File: src/rtl/core/cst_pkg.sv
// Package for the character stream tokenizer: token codes, scanner state codes,
// the keyword table and the character-class helper functions. Has no dependencies.
package cst_pkg;

    // Token codes.
    localparam logic [5:0] TK_ERROR = 6'd0;
    localparam logic [5:0] TK_IDENT = 6'd1;
    localparam logic [5:0] TK_COMMENT = 6'd2;
    localparam logic [5:0] TK_LPAREN = 6'd3;
    localparam logic [5:0] TK_RPAREN = 6'd4;
    localparam logic [5:0] TK_LBRACE = 6'd5;
    localparam logic [5:0] TK_RBRACE = 6'd6;
    localparam logic [5:0] TK_SEMI = 6'd7;
    localparam logic [5:0] TK_ASSIGN = 6'd8;
    localparam logic [5:0] TK_NE = 6'd9;
    localparam logic [5:0] TK_COMMA = 6'd10;
    localparam logic [5:0] TK_EQ = 6'd11;
    localparam logic [5:0] TK_GT = 6'd12;
    localparam logic [5:0] TK_GE = 6'd13;
    localparam logic [5:0] TK_LT = 6'd14;
    localparam logic [5:0] TK_LE = 6'd15;
    localparam logic [5:0] TK_HEX = 6'd16;
    localparam logic [5:0] TK_CHAR = 6'd17;
    localparam logic [5:0] TK_PLUS = 6'd18;
    localparam logic [5:0] TK_MINUS = 6'd19;
    localparam logic [5:0] TK_STAR = 6'd20;
    localparam logic [5:0] TK_SLASH = 6'd21;
    localparam logic [5:0] TK_OROR = 6'd22;
    localparam logic [5:0] TK_ANDAND = 6'd23;
    localparam logic [5:0] TK_EOS = 6'd24;
    localparam logic [5:0] TK_KW_BASE = 6'd25;

    // Scanner states.
    localparam logic [4:0] ST_IDLE = 5'd0;
    localparam logic [4:0] ST_EQ = 5'd1;
    localparam logic [4:0] ST_BANG = 5'd2;
    localparam logic [4:0] ST_GT = 5'd3;
    localparam logic [4:0] ST_LT = 5'd4;
    localparam logic [4:0] ST_AMP = 5'd5;
    localparam logic [4:0] ST_BAR = 5'd6;
    localparam logic [4:0] ST_SLASH = 5'd7;
    localparam logic [4:0] ST_BLOCK = 5'd8;
    localparam logic [4:0] ST_BSTAR = 5'd9;
    localparam logic [4:0] ST_LINE = 5'd10;
    localparam logic [4:0] ST_ZERO = 5'd11;
    localparam logic [4:0] ST_HEX0 = 5'd12;
    localparam logic [4:0] ST_HEXN = 5'd13;
    localparam logic [4:0] ST_IDENT = 5'd14;
    localparam logic [4:0] ST_CH1 = 5'd15;
    localparam logic [4:0] ST_CH2 = 5'd16;

    localparam logic [7:0] CH_QUOTE = 8'd39;
    localparam int KW_COUNT = 9;
    localparam int KW_MAX_LEN = 8;

    // One token as it leaves the scanner.
    typedef struct packed {
        logic [5:0]  code;
        logic [31:0] value;
        logic        ident;
    } t_tok;

    // Keyword text, first character in the low byte, zero padded.
    function automatic logic [63:0] kw_text(input logic [3:0] k);
        logic [63:0] t;
        case (k)
            4'd0: t = 64'h0000_0000_7261_6863;   // char
            4'd1: t = 64'h0000_0000_6573_6C65;   // else
            4'd2: t = 64'h0000_0000_0000_6669;   // if
            4'd3: t = 64'h0000_0000_0074_6E69;   // int
            4'd4: t = 64'h0000_0000_6E69_616D;   // main
            4'd5: t = 64'h0074_6E69_6461_6572;   // readint
            4'd6: t = 64'h0000_0000_6469_6F76;   // void
            4'd7: t = 64'h0000_0065_6C69_6877;   // while
            4'd8: t = 64'h746E_6965_7469_7277;   // writeint
            default: t = '0;
        endcase
        return t;
    endfunction

    function automatic logic [3:0] kw_len(input logic [3:0] k);
        logic [3:0] n;
        case (k)
            4'd0: n = 4'd4;
            4'd1: n = 4'd4;
            4'd2: n = 4'd2;
            4'd3: n = 4'd3;
            4'd4: n = 4'd4;
            4'd5: n = 4'd7;
            4'd6: n = 4'd4;
            4'd7: n = 4'd5;
            4'd8: n = 4'd8;
            default: n = 4'd0;
        endcase
        return n;
    endfunction

    function automatic logic is_alpha(input logic [7:0] c);
        return (c >= "A" && c <= "Z") || (c >= "a" && c <= "z") || c == "_";
    endfunction

    function automatic logic is_digit(input logic [7:0] c);
        return c >= "0" && c <= "9";
    endfunction

    function automatic logic is_hex(input logic [7:0] c);
        return is_digit(c) || (c >= "A" && c <= "F");
    endfunction

    function automatic logic [3:0] hex_val(input logic [7:0] c);
        logic [7:0] d;
        d = is_digit(c) ? (c - 8'd48) : (c - 8'd55);
        return d[3:0];
    endfunction

endpackage

File: src/rtl/core/cst_scan.sv
// Scanner core of the character stream tokenizer: state machine, number,
// identifier and line registers. Produces up to two tokens per byte. Uses cst_pkg.
module cst_scan import cst_pkg::*; #(
    parameter int MAX_IDENT_CHARS = 15,
    parameter int MAX_HEX_DIGITS = 8,
    parameter int LINE_BITS = 16
) (
    input  logic                  i_clk,
    input  logic                  i_rst_n,
    input  logic                  i_step,
    input  logic [7:0]            i_byte,
    output t_tok                  o_tok0,
    output logic                  o_has0,
    output t_tok                  o_tok1,
    output logic                  o_has1,
    output logic [LINE_BITS-1:0]  o_line,
    output logic [4:0]            o_ident_count,
    output logic [8*MAX_IDENT_CHARS-1:0] o_ident_buf,
    output logic                  o_halted
);
    localparam int CW = $clog2(MAX_IDENT_CHARS + 2);
    localparam int HW = $clog2(MAX_HEX_DIGITS + 1);
    localparam logic [LINE_BITS-1:0] LINE_MAX = '1;

    logic [4:0]            r_state, n_state;
    logic [LINE_BITS-1:0]  r_line, n_line;
    logic [31:0]           r_acc, n_acc;
    logic [HW-1:0]         r_hcnt, n_hcnt;
    logic [7:0]            r_buf [MAX_IDENT_CHARS];
    logic [CW-1:0]         r_icnt, n_icnt;
    logic [7:0]            r_held, n_held;
    logic                  r_halt, n_halt;
    logic                  wr_buf;
    logic [CW-1:0]         wr_idx;

    logic [3:0] kw_hit;
    logic       kw_found;
    logic [8*KW_MAX_LEN-1:0] buf_low;
    logic       redo;

    // Keyword compare against the first eight buffered characters.
    always_comb begin
        buf_low = '0;
        for (int i = 0; i < KW_MAX_LEN; i++) begin
            if (i < MAX_IDENT_CHARS && CW'(i) < r_icnt) begin
                buf_low[8*i +: 8] = r_buf[i];
            end
        end
        kw_hit = 4'd0;
        kw_found = 1'b0;
        for (int k = KW_COUNT - 1; k >= 0; k--) begin
            if (r_icnt == CW'(kw_len(4'(k))) && buf_low == kw_text(4'(k))) begin
                kw_hit = 4'(k);
                kw_found = 1'b1;
            end
        end
    end

    // Next-state logic: the pending state first, then a restart from idle.
    always_comb begin
        logic [5:0] ic;
        logic       ie;
        logic [4:0] ist;
        n_state = r_state;
        n_line = r_line;
        n_acc = r_acc;
        n_hcnt = r_hcnt;
        n_icnt = r_icnt;
        n_held = r_held;
        n_halt = r_halt;
        wr_buf = 1'b0;
        wr_idx = '0;
        o_tok0 = '0;
        o_has0 = 1'b0;
        o_tok1 = '0;
        o_has1 = 1'b0;
        redo = 1'b0;
        ic = TK_ERROR;
        ie = 1'b0;
        ist = ST_IDLE;

        case (r_state)
            ST_EQ: begin
                o_has0 = 1'b1;
                n_state = ST_IDLE;
                if (i_byte == "=") o_tok0.code = TK_EQ;
                else begin o_tok0.code = TK_ASSIGN; redo = 1'b1; end
            end
            ST_GT: begin
                o_has0 = 1'b1;
                n_state = ST_IDLE;
                if (i_byte == "=") o_tok0.code = TK_GE;
                else begin o_tok0.code = TK_GT; redo = 1'b1; end
            end
            ST_LT: begin
                o_has0 = 1'b1;
                n_state = ST_IDLE;
                if (i_byte == "=") o_tok0.code = TK_LE;
                else begin o_tok0.code = TK_LT; redo = 1'b1; end
            end
            ST_BANG: begin
                o_has0 = 1'b1;
                n_state = ST_IDLE;
                if (i_byte == "=") o_tok0.code = TK_NE;
                else begin o_tok0.code = TK_ERROR; n_halt = 1'b1; end
            end
            ST_AMP: begin
                o_has0 = 1'b1;
                n_state = ST_IDLE;
                if (i_byte == "&") o_tok0.code = TK_ANDAND;
                else begin o_tok0.code = TK_ERROR; n_halt = 1'b1; end
            end
            ST_BAR: begin
                o_has0 = 1'b1;
                n_state = ST_IDLE;
                if (i_byte == "|") o_tok0.code = TK_OROR;
                else begin o_tok0.code = TK_ERROR; n_halt = 1'b1; end
            end
            ST_SLASH: begin
                if (i_byte == "*") n_state = ST_BLOCK;
                else if (i_byte == "/") n_state = ST_LINE;
                else begin
                    o_has0 = 1'b1;
                    o_tok0.code = TK_SLASH;
                    n_state = ST_IDLE;
                    redo = 1'b1;
                end
            end
            ST_BLOCK, ST_BSTAR: begin
                if (i_byte == 8'd0) begin
                    o_has0 = 1'b1;
                    o_tok0.code = TK_ERROR;
                    n_halt = 1'b1;
                    n_state = ST_IDLE;
                end else if (r_state == ST_BSTAR && i_byte == "/") begin
                    o_has0 = 1'b1;
                    o_tok0.code = TK_COMMENT;
                    n_state = ST_IDLE;
                end else begin
                    if (i_byte == 8'd10 && r_line != LINE_MAX) n_line = r_line + 1'b1;
                    n_state = (i_byte == "*") ? ST_BSTAR : ST_BLOCK;
                end
            end
            ST_LINE: begin
                if (i_byte == 8'd0) begin
                    o_has0 = 1'b1;
                    o_tok0.code = TK_ERROR;
                    n_halt = 1'b1;
                    n_state = ST_IDLE;
                end else if (i_byte == 8'd10) begin
                    if (r_line != LINE_MAX) n_line = r_line + 1'b1;
                    o_has0 = 1'b1;
                    o_tok0.code = TK_COMMENT;
                    n_state = ST_IDLE;
                end
            end
            ST_ZERO: begin
                if (i_byte == "x") n_state = ST_HEX0;
                else begin
                    o_has0 = 1'b1;
                    o_tok0.code = TK_ERROR;
                    n_halt = 1'b1;
                    n_state = ST_IDLE;
                end
            end
            ST_HEX0: begin
                if (!is_hex(i_byte)) begin
                    o_has0 = 1'b1;
                    o_tok0.code = TK_ERROR;
                    n_halt = 1'b1;
                    n_state = ST_IDLE;
                end else begin
                    n_acc = {28'd0, hex_val(i_byte)};
                    n_hcnt = HW'(1);
                    n_state = ST_HEXN;
                end
            end
            ST_HEXN: begin
                if (is_hex(i_byte)) begin
                    if (r_hcnt >= HW'(MAX_HEX_DIGITS)) begin
                        o_has0 = 1'b1;
                        o_tok0.code = TK_ERROR;
                        n_halt = 1'b1;
                        n_state = ST_IDLE;
                    end else begin
                        n_acc = {r_acc[27:0], hex_val(i_byte)};
                        n_hcnt = r_hcnt + 1'b1;
                    end
                end else begin
                    o_has0 = 1'b1;
                    o_tok0.code = TK_HEX;
                    o_tok0.value = r_acc;
                    n_state = ST_IDLE;
                    redo = 1'b1;
                end
            end
            ST_IDENT: begin
                if (is_alpha(i_byte) || is_digit(i_byte)) begin
                    if (r_icnt < CW'(MAX_IDENT_CHARS)) begin
                        wr_buf = 1'b1;
                        wr_idx = r_icnt;
                    end
                    if (r_icnt <= CW'(MAX_IDENT_CHARS)) n_icnt = r_icnt + 1'b1;
                end else if (r_icnt > CW'(MAX_IDENT_CHARS)) begin
                    o_has0 = 1'b1;
                    o_tok0.code = TK_ERROR;
                    n_halt = 1'b1;
                    n_state = ST_IDLE;
                end else begin
                    o_has0 = 1'b1;
                    o_tok0.code = kw_found ? (TK_KW_BASE + {2'b00, kw_hit}) : TK_IDENT;
                    o_tok0.ident = 1'b1;
                    n_state = ST_IDLE;
                    redo = 1'b1;
                end
            end
            ST_CH1: begin
                if (i_byte == 8'd0 || i_byte == 8'd10) begin
                    o_has0 = 1'b1;
                    o_tok0.code = TK_ERROR;
                    n_halt = 1'b1;
                    n_state = ST_IDLE;
                end else begin
                    n_held = i_byte;
                    n_state = ST_CH2;
                end
            end
            ST_CH2: begin
                o_has0 = 1'b1;
                n_state = ST_IDLE;
                if (i_byte == CH_QUOTE) begin
                    o_tok0.code = TK_CHAR;
                    o_tok0.value = {24'd0, r_held};
                end else begin
                    o_tok0.code = TK_ERROR;
                    n_halt = 1'b1;
                end
            end
            default: redo = 1'b1;
        endcase

        // Idle decode, either for the idle state or for a restarted byte.
        if (redo) begin
            ic = TK_ERROR;
            ie = 1'b0;
            ist = ST_IDLE;
            case (i_byte)
                " ", 8'd13, 8'd9: ;
                8'd10: if (r_line != LINE_MAX) n_line = r_line + 1'b1;
                8'd0: begin ic = TK_EOS; ie = 1'b1; end
                "(": begin ic = TK_LPAREN; ie = 1'b1; end
                ")": begin ic = TK_RPAREN; ie = 1'b1; end
                "{": begin ic = TK_LBRACE; ie = 1'b1; end
                "}": begin ic = TK_RBRACE; ie = 1'b1; end
                ";": begin ic = TK_SEMI; ie = 1'b1; end
                ",": begin ic = TK_COMMA; ie = 1'b1; end
                "+": begin ic = TK_PLUS; ie = 1'b1; end
                "-": begin ic = TK_MINUS; ie = 1'b1; end
                "*": begin ic = TK_STAR; ie = 1'b1; end
                "=": ist = ST_EQ;
                "!": ist = ST_BANG;
                ">": ist = ST_GT;
                "<": ist = ST_LT;
                "&": ist = ST_AMP;
                "|": ist = ST_BAR;
                "/": ist = ST_SLASH;
                CH_QUOTE: ist = ST_CH1;
                "0": ist = ST_ZERO;
                default: begin
                    if (is_alpha(i_byte)) begin
                        wr_buf = 1'b1;
                        wr_idx = '0;
                        n_icnt = CW'(1);
                        ist = ST_IDENT;
                    end else begin
                        ic = TK_ERROR;
                        ie = 1'b1;
                        n_halt = 1'b1;
                    end
                end
            endcase
            n_state = ist;
            if (ie) begin
                if (o_has0) begin
                    o_has1 = 1'b1;
                    o_tok1.code = ic;
                end else begin
                    o_has0 = 1'b1;
                    o_tok0.code = ic;
                end
            end
        end
    end

    // Control registers.
    always_ff @(posedge i_clk) begin
        if (!i_rst_n) begin
            r_state <= ST_IDLE;
            r_line <= LINE_BITS'(1);
            r_acc <= '0;
            r_hcnt <= '0;
            r_icnt <= '0;
            r_held <= '0;
            r_halt <= 1'b0;
        end else if (i_step && !r_halt) begin
            r_state <= n_state;
            r_line <= n_line;
            r_acc <= n_acc;
            r_hcnt <= n_hcnt;
            r_icnt <= n_icnt;
            r_held <= n_held;
            r_halt <= n_halt;
        end
    end

    // Identifier buffer, written one character per byte.
    always_ff @(posedge i_clk) begin
        if (i_step && !r_halt && wr_buf) begin
            r_buf[wr_idx[$clog2(MAX_IDENT_CHARS)-1:0]] <= i_byte;
        end
    end

    always_comb begin
        for (int i = 0; i < MAX_IDENT_CHARS; i++) o_ident_buf[8*i +: 8] = r_buf[i];
    end

    // The line reported with a token is the count after the token's last
    // character. A restarted byte only moves the count when it is a newline,
    // which makes no token, so the first token keeps the old count.
    assign o_line = redo ? r_line : n_line;
    assign o_ident_count = 5'(r_icnt);
    assign o_halted = r_halt;

    a_halt_sticky: assert property (@(posedge i_clk) disable iff (!i_rst_n)
        r_halt |=> r_halt) else $error("halt flag cleared without reset");
    a_halt_idle: assert property (@(posedge i_clk) disable iff (!i_rst_n)
        $rose(r_halt) |-> r_state == ST_IDLE) else $error("halted outside idle");
    a_hex_bound: assert property (@(posedge i_clk) disable iff (!i_rst_n)
        r_hcnt <= HW'(MAX_HEX_DIGITS)) else $error("hex digit count overrun");
    a_second_tok: assert property (@(posedge i_clk) disable iff (!i_rst_n)
        o_has1 |-> o_has0) else $error("second token without first");
endmodule

File: src/rtl/core/cst_out.sv
// Result stage of the character stream tokenizer: a two-entry token queue
// that holds token payloads and drives the result channel. Uses cst_pkg.
module cst_out import cst_pkg::*; #(
    parameter int MAX_IDENT_CHARS = 15,
    parameter int LINE_BITS = 16
) (
    input  logic                  i_clk,
    input  logic                  i_rst_n,
    input  logic                  i_push,
    input  t_tok                  i_tok0,
    input  logic                  i_has0,
    input  t_tok                  i_tok1,
    input  logic                  i_has1,
    input  logic [LINE_BITS-1:0]  i_line,
    input  logic [4:0]            i_ident_count,
    input  logic [8*MAX_IDENT_CHARS-1:0] i_ident_buf,
    input  logic                  i_stall,
    output logic                  o_room,
    output logic                  o_valid,
    output logic [5:0]            o_token_code,
    output logic [15:0]           o_line_number,
    output logic [31:0]           o_token_value,
    output logic [3:0]            o_ident_length,
    output logic [63:0]           o_ident_chars_low,
    output logic [55:0]           o_ident_chars_high,
    output logic                  o_last_of_run
);
    typedef struct packed {
        logic [5:0]   code;
        logic [15:0]  line;
        logic [31:0]  value;
        logic [3:0]   len;
        logic [119:0] chars;
        logic         last;
    } t_res;

    t_res       r_q [2];
    logic [1:0] r_cnt;
    logic       r_head;
    t_res       e0, e1;
    logic       pop;
    logic [1:0] npush;

    // Build result entries; identifier text is masked to its length.
    always_comb begin
        logic [4:0]   len;
        logic [119:0] ch;
        len = (i_ident_count > 5'd15) ? 5'd15 : i_ident_count;
        ch = '0;
        for (int i = 0; i < 15; i++) begin
            if (i < MAX_IDENT_CHARS && 5'(i) < len) ch[8*i +: 8] = i_ident_buf[8*i +: 8];
        end
        e0 = '0;
        e0.code = i_tok0.code;
        e0.line = 16'(i_line);
        e0.value = i_tok0.value;
        e0.len = i_tok0.ident ? len[3:0] : 4'd0;
        e0.chars = i_tok0.ident ? ch : '0;
        e0.last = !i_has1;
        e1 = '0;
        e1.code = i_tok1.code;
        e1.line = 16'(i_line);
        e1.value = i_tok1.value;
        e1.last = 1'b1;
    end

    assign pop = o_valid && !i_stall;
    assign npush = i_push ? (2'(i_has0) + 2'(i_has1)) : 2'd0;
    // Accept a byte only when both of its possible tokens fit.
    assign o_room = (r_cnt == 2'd0) || (r_cnt == 2'd1 && pop);

    always_ff @(posedge i_clk) begin
        if (!i_rst_n) begin
            r_cnt <= '0;
            r_head <= 1'b0;
        end else begin
            r_cnt <= r_cnt - 2'(pop) + npush;
            if (pop) r_head <= !r_head;
        end
    end

    // Tokens are written after any entry still waiting.
    always_ff @(posedge i_clk) begin
        logic ws;
        ws = r_head ^ (r_cnt != 2'd0 && !pop) ^ pop;
        if (npush != 2'd0) begin
            r_q[ws] <= e0;
            if (i_has1) r_q[!ws] <= e1;
        end
    end

    assign o_valid = r_cnt != 2'd0;
    assign o_token_code = r_q[r_head].code;
    assign o_line_number = r_q[r_head].line;
    assign o_token_value = r_q[r_head].value;
    assign o_ident_length = r_q[r_head].len;
    assign o_ident_chars_low = r_q[r_head].chars[63:0];
    assign o_ident_chars_high = r_q[r_head].chars[119:64];
    assign o_last_of_run = r_q[r_head].last;

    a_cnt_bound: assert property (@(posedge i_clk) disable iff (!i_rst_n)
        r_cnt <= 2'd2) else $error("token queue overflow");
    a_push_room: assert property (@(posedge i_clk) disable iff (!i_rst_n)
        npush != 2'd0 |-> o_room) else $error("push without room");
    a_full_valid: assert property (@(posedge i_clk) disable iff (!i_rst_n)
        r_cnt == 2'd2 |-> o_valid) else $error("full queue not valid");
endmodule

File: src/rtl/core/character_stream_tokenizer.sv
// Top level of the character stream tokenizer; instantiates cst_scan and cst_out.
// Uses cst_pkg.
//
// One source byte is taken per cycle while the queue has room, and scanned in that cycle;
// its zero, one or two tokens go into a two-entry result queue, one token leaving per
// cycle while the receiver does not stall. A byte is taken while the queue has room for
// two tokens, so a steady stream runs at one byte per cycle except that a byte making
// two tokens holds off the next byte until a token has left the queue. After an error
// token all later bytes are taken and dropped until reset.
module character_stream_tokenizer import cst_pkg::*; #(
    parameter int MAX_IDENT_CHARS = 15,
    parameter int MAX_HEX_DIGITS = 8,
    parameter int LINE_BITS = 16
) (
    input  logic        i_clk,
    input  logic        i_rst_n,
    input  logic        i_valid,
    output logic        o_stall,
    input  logic [7:0]  i_source_byte,
    output logic        o_valid,
    input  logic        i_stall,
    output logic [5:0]  o_token_code,
    output logic [15:0] o_line_number,
    output logic [31:0] o_token_value,
    output logic [3:0]  o_ident_length,
    output logic [63:0] o_ident_chars_low,
    output logic [55:0] o_ident_chars_high,
    output logic        o_last_of_run
);
    t_tok tok0, tok1;
    logic has0, has1, room, halted, step;
    logic [LINE_BITS-1:0] line;
    logic [4:0] icnt;
    logic [8*MAX_IDENT_CHARS-1:0] ibuf;

    assign o_stall = !room;
    assign step = i_valid && room;

    cst_scan #(
        .MAX_IDENT_CHARS(MAX_IDENT_CHARS),
        .MAX_HEX_DIGITS(MAX_HEX_DIGITS),
        .LINE_BITS(LINE_BITS)
    ) u_scan (
        .i_clk(i_clk), .i_rst_n(i_rst_n), .i_step(step), .i_byte(i_source_byte),
        .o_tok0(tok0), .o_has0(has0), .o_tok1(tok1), .o_has1(has1),
        .o_line(line), .o_ident_count(icnt), .o_ident_buf(ibuf), .o_halted(halted)
    );

    cst_out #(
        .MAX_IDENT_CHARS(MAX_IDENT_CHARS),
        .LINE_BITS(LINE_BITS)
    ) u_out (
        .i_clk(i_clk), .i_rst_n(i_rst_n), .i_push(step && !halted),
        .i_tok0(tok0), .i_has0(has0), .i_tok1(tok1), .i_has1(has1),
        .i_line(line), .i_ident_count(icnt), .i_ident_buf(ibuf),
        .i_stall(i_stall), .o_room(room), .o_valid(o_valid),
        .o_token_code(o_token_code), .o_line_number(o_line_number),
        .o_token_value(o_token_value), .o_ident_length(o_ident_length),
        .o_ident_chars_low(o_ident_chars_low), .o_ident_chars_high(o_ident_chars_high),
        .o_last_of_run(o_last_of_run)
    );
endmodule

File: config.mk
export PLATFORM = sky130hd
export DESIGN_NAME = character_stream_tokenizer
export DESIGN_NICKNAME = d
export VERILOG_FILES = /design/src/rtl/core/cst_pkg.sv /design/src/rtl/core/cst_scan.sv /design/src/rtl/core/cst_out.sv /design/src/rtl/core/character_stream_tokenizer.sv
export SDC_FILE = /design/constraint.sdc
export NUM_CORES = 1
export LEC_CHECK = 0
export ABC_AREA = 0
export CORE_MARGIN = 2
export CORE_UTILIZATION = 40
export DETAILED_ROUTE_END_ITERATION = 12
export DONT_BUFFER_PORTS = 1
export PLACE_DENSITY = 0.64
export SETUP_SLACK_MARGIN = 0.2
export SLEW_MARGIN = 20
export SYNTH_ARGS = -nofsm -noshare
export SYNTH_HDL_FRONTEND = slang
export SYNTH_HIERARCHICAL = 1
export SYNTH_SLANG_ARGS = --single-unit
File: constraint.sdc
create_clock -name i_clk -period 5.1 [get_ports i_clk]
set_clock_uncertainty 0.1 [all_clocks]
set_input_delay 0.51 -clock i_clk [delete_from_list [all_inputs] [get_ports i_clk]]
set_output_delay 0.51 -clock i_clk [all_outputs]
set_load 0.1 [all_outputs]
==> flow_summary.yaml <==
clocking:
  post_cts_buffers: 0
  cts_tree: "built"
  numCtsBuffers: 56
  cts_resized: 0
  cts_num_sinks: 553
  clk_latency_ns: 0.66
  clockBufferDepth: 3
  htreeDepth: 2
  cts_hold_buf: 10
  clk_pin_slew_ns: 0.06
  cts_root_buf: "clkbuf_16"
hold_path:
  min_path_type: "primary input to register"
  hold_end: "u_scan/r_held[3]"
  hold_start: "i_source_byte[3]"
  min_path_cells: 2
global_route:
  grt_overflow: 0
  antenna_found_initial: 1
  grt_pass1_wl_um: 119000
  grt_pass1_vias: 19100
  grt_usage_pct: 22.7
  grt_max_degree: 125
route:
  wl_met3_um: 5780
  drtAntennaViolNets: 0
  wl_per_cell_um: 25.1
  drtIter0Drc: 1997
  vias: 20000
  m1WireLength_um: 33300
  vias_per_cell: 6.30
  route.detailed.drc: 0
  dr.pass1.iters: 7
  met2_length_um: 37500
  wl_um: 79500
  topRoutingLayerUsed: "met4"
sta:
  finalCritPeriodShare_pct: 86.7
  drv_slew: 0
  tightest_slew_ns: 1.15
  final.min_clock_period_ns: 4.42
  max_slew_margin_pct: 22.8
  setup_ws_ns: 0.677
  fin_setup_tns_ns: 0
  max_freq_mhz: 226
  hold_viol: 0
  setup_viol: 0
  rsz0062_at_grt: "false"
worst_setup_path:
  reg2reg_to: "u_out/r_q[0][2]"
  cp.depth: 13
  crit_path_max_incr_delay_ns: 0.65
  startpoint_type: "register"
  rrSetupSlack_ns: 0.68
  critical_path_class: "register to register"
  r2r-start: "u_scan/r_state[3]"
  r2r_cells: 13
  path_buf_inv: 3
  critical-path-top-delay-family: "simple AND/OR/NAND/NOR gates"
  crit_path_cell_trace: "nor2b_1, nand3_1, or3_1, nand3_1, and4bb_2, nand2b_1, inv_2, ha_1, o211ai_2, buf_4, a21oi_4, buf_4, a32o_1"
  cp_data_required_time_ns: 5.59
  end_kind: "register"
  cpMaxStageDelayCell: "buf_4"
  worstPathArrival_ns: 4.91
  crit_fanout: 64
logic_synthesis:
  synthCells: 2362
  syn_area_um2: 26100
  ys_warn_count: 6
  avgSynthCellArea_um2: 11.0
final_layout:
  final_util_pct: 44.6
  nFillCells: 5890
  nNetsFinal: 2292
  area_growth_pct: 10.3
  diodes: 0
  drive_above_1_share_pct: 16.6
  layout_common_cells: "324 x dfxtp_1, 240 x a32o_1, 228 x edfxtp_1"
  layout_commonest_cell: "dfxtp_1"
power:
  leakagePower_nw: 9.59
  ir_worst_vdd_uv: 392
  fin_total_pwr_mw: 14.3
  powerDensity_nw_per_um2: 498
status:
  status: "completed"
floorplanning:
  die_area_um2: 67300
  ios: 193
  die_w_um: 259
  rows: 93
  start_util_pct: 40.5
  die_h_um: 259
  core-area_um2: 64500
run:
  cap_violations: 0
placed_design:
  pre_cts_ws_ns: 0.278
  place_hpwl_um: 49100
  portBuffers: 0
  place.gp.congestion: 0.901
==> state kept, by name, summed over array words and instances (netlist names), named ones only <==
| signal | count |
|---|---|
| u_scan/r_hcnt | 4 |
| u_out/r_q | 358 |
| u_scan/r_line | 16 |
| u_scan/r_state | 5 |
| u_scan/r_buf | 120 |
| u_scan/r_held | 8 |
| u_scan/r_acc | 32 |
| u_out/r_head | 1 |
| u_out/r_cnt | 2 |
| u_scan/o_halted | 1 |
| u_scan/o_ident_count | 5 |
==> layer usage <==
metal,vias to the layer above,GRT usage (%)
li1,8956,-
met1,10000,29.8
met2,798,36.7
met3,163,4.74
met4,0,8.84
met5,-,0
==> per-stage QoR <==
| stage | hold slack (ns) | instances | area (um2) |
|---|---|---|---|
| 3_3_place_gp | 0.341 | 3050 | 26500 |
| 5_1_grt | 0.0316 | 3168 | 28800 |
| 3_5_place_dp | 0.347 | 3050 | 26500 |
| 6_report | 0.0426 | 3168 | 28800 |
| 2_1_floorplan | 0.327 | 2394 | 26200 |
| 4_1_cts | 0.00827 | 3166 | 28700 |
==> worst max-delay path by stage <==
stage,from,endpoint
floorplan,i_source_byte[3],u_out/r_q[1][125]
global placement,i_source_byte[0],u_out/r_q[0][28]
detailed placement,i_source_byte[0],u_out/r_q[1][32]
CTS,u_scan/r_state[3],u_out/r_q[1][32]
global route,u_scan/r_state[3],u_out/r_q[0][171]
finish,u_scan/r_state[3],u_out/r_q[0][2]
==> where the power goes <==
| group | internal, mW | switching (mW) |
|---|---|---|
| registers | 5.04 | 0.171 |
| logic | 0.848 | 3.87 |
| clock network | 2.56 | 1.83 |
| total | 8.45 | 5.87 |
==> area by class of cell <==
type | instances | area (um2) | share of cell area, %
sequential | 553 | 13400 | 46.4
clock buffer | 76 | 1620 | 5.63
inverter | 25 | 93.8 | 0.326
timing repair buffer | 63 | 703 | 2.44
tap | 855 | 1070 | 3.72
clock inverter | 30 | 402 | 1.40
multi-input combinational | 1566 | 11500 | 40.1
Note: power is estimated with default switching activity, not from simulation.
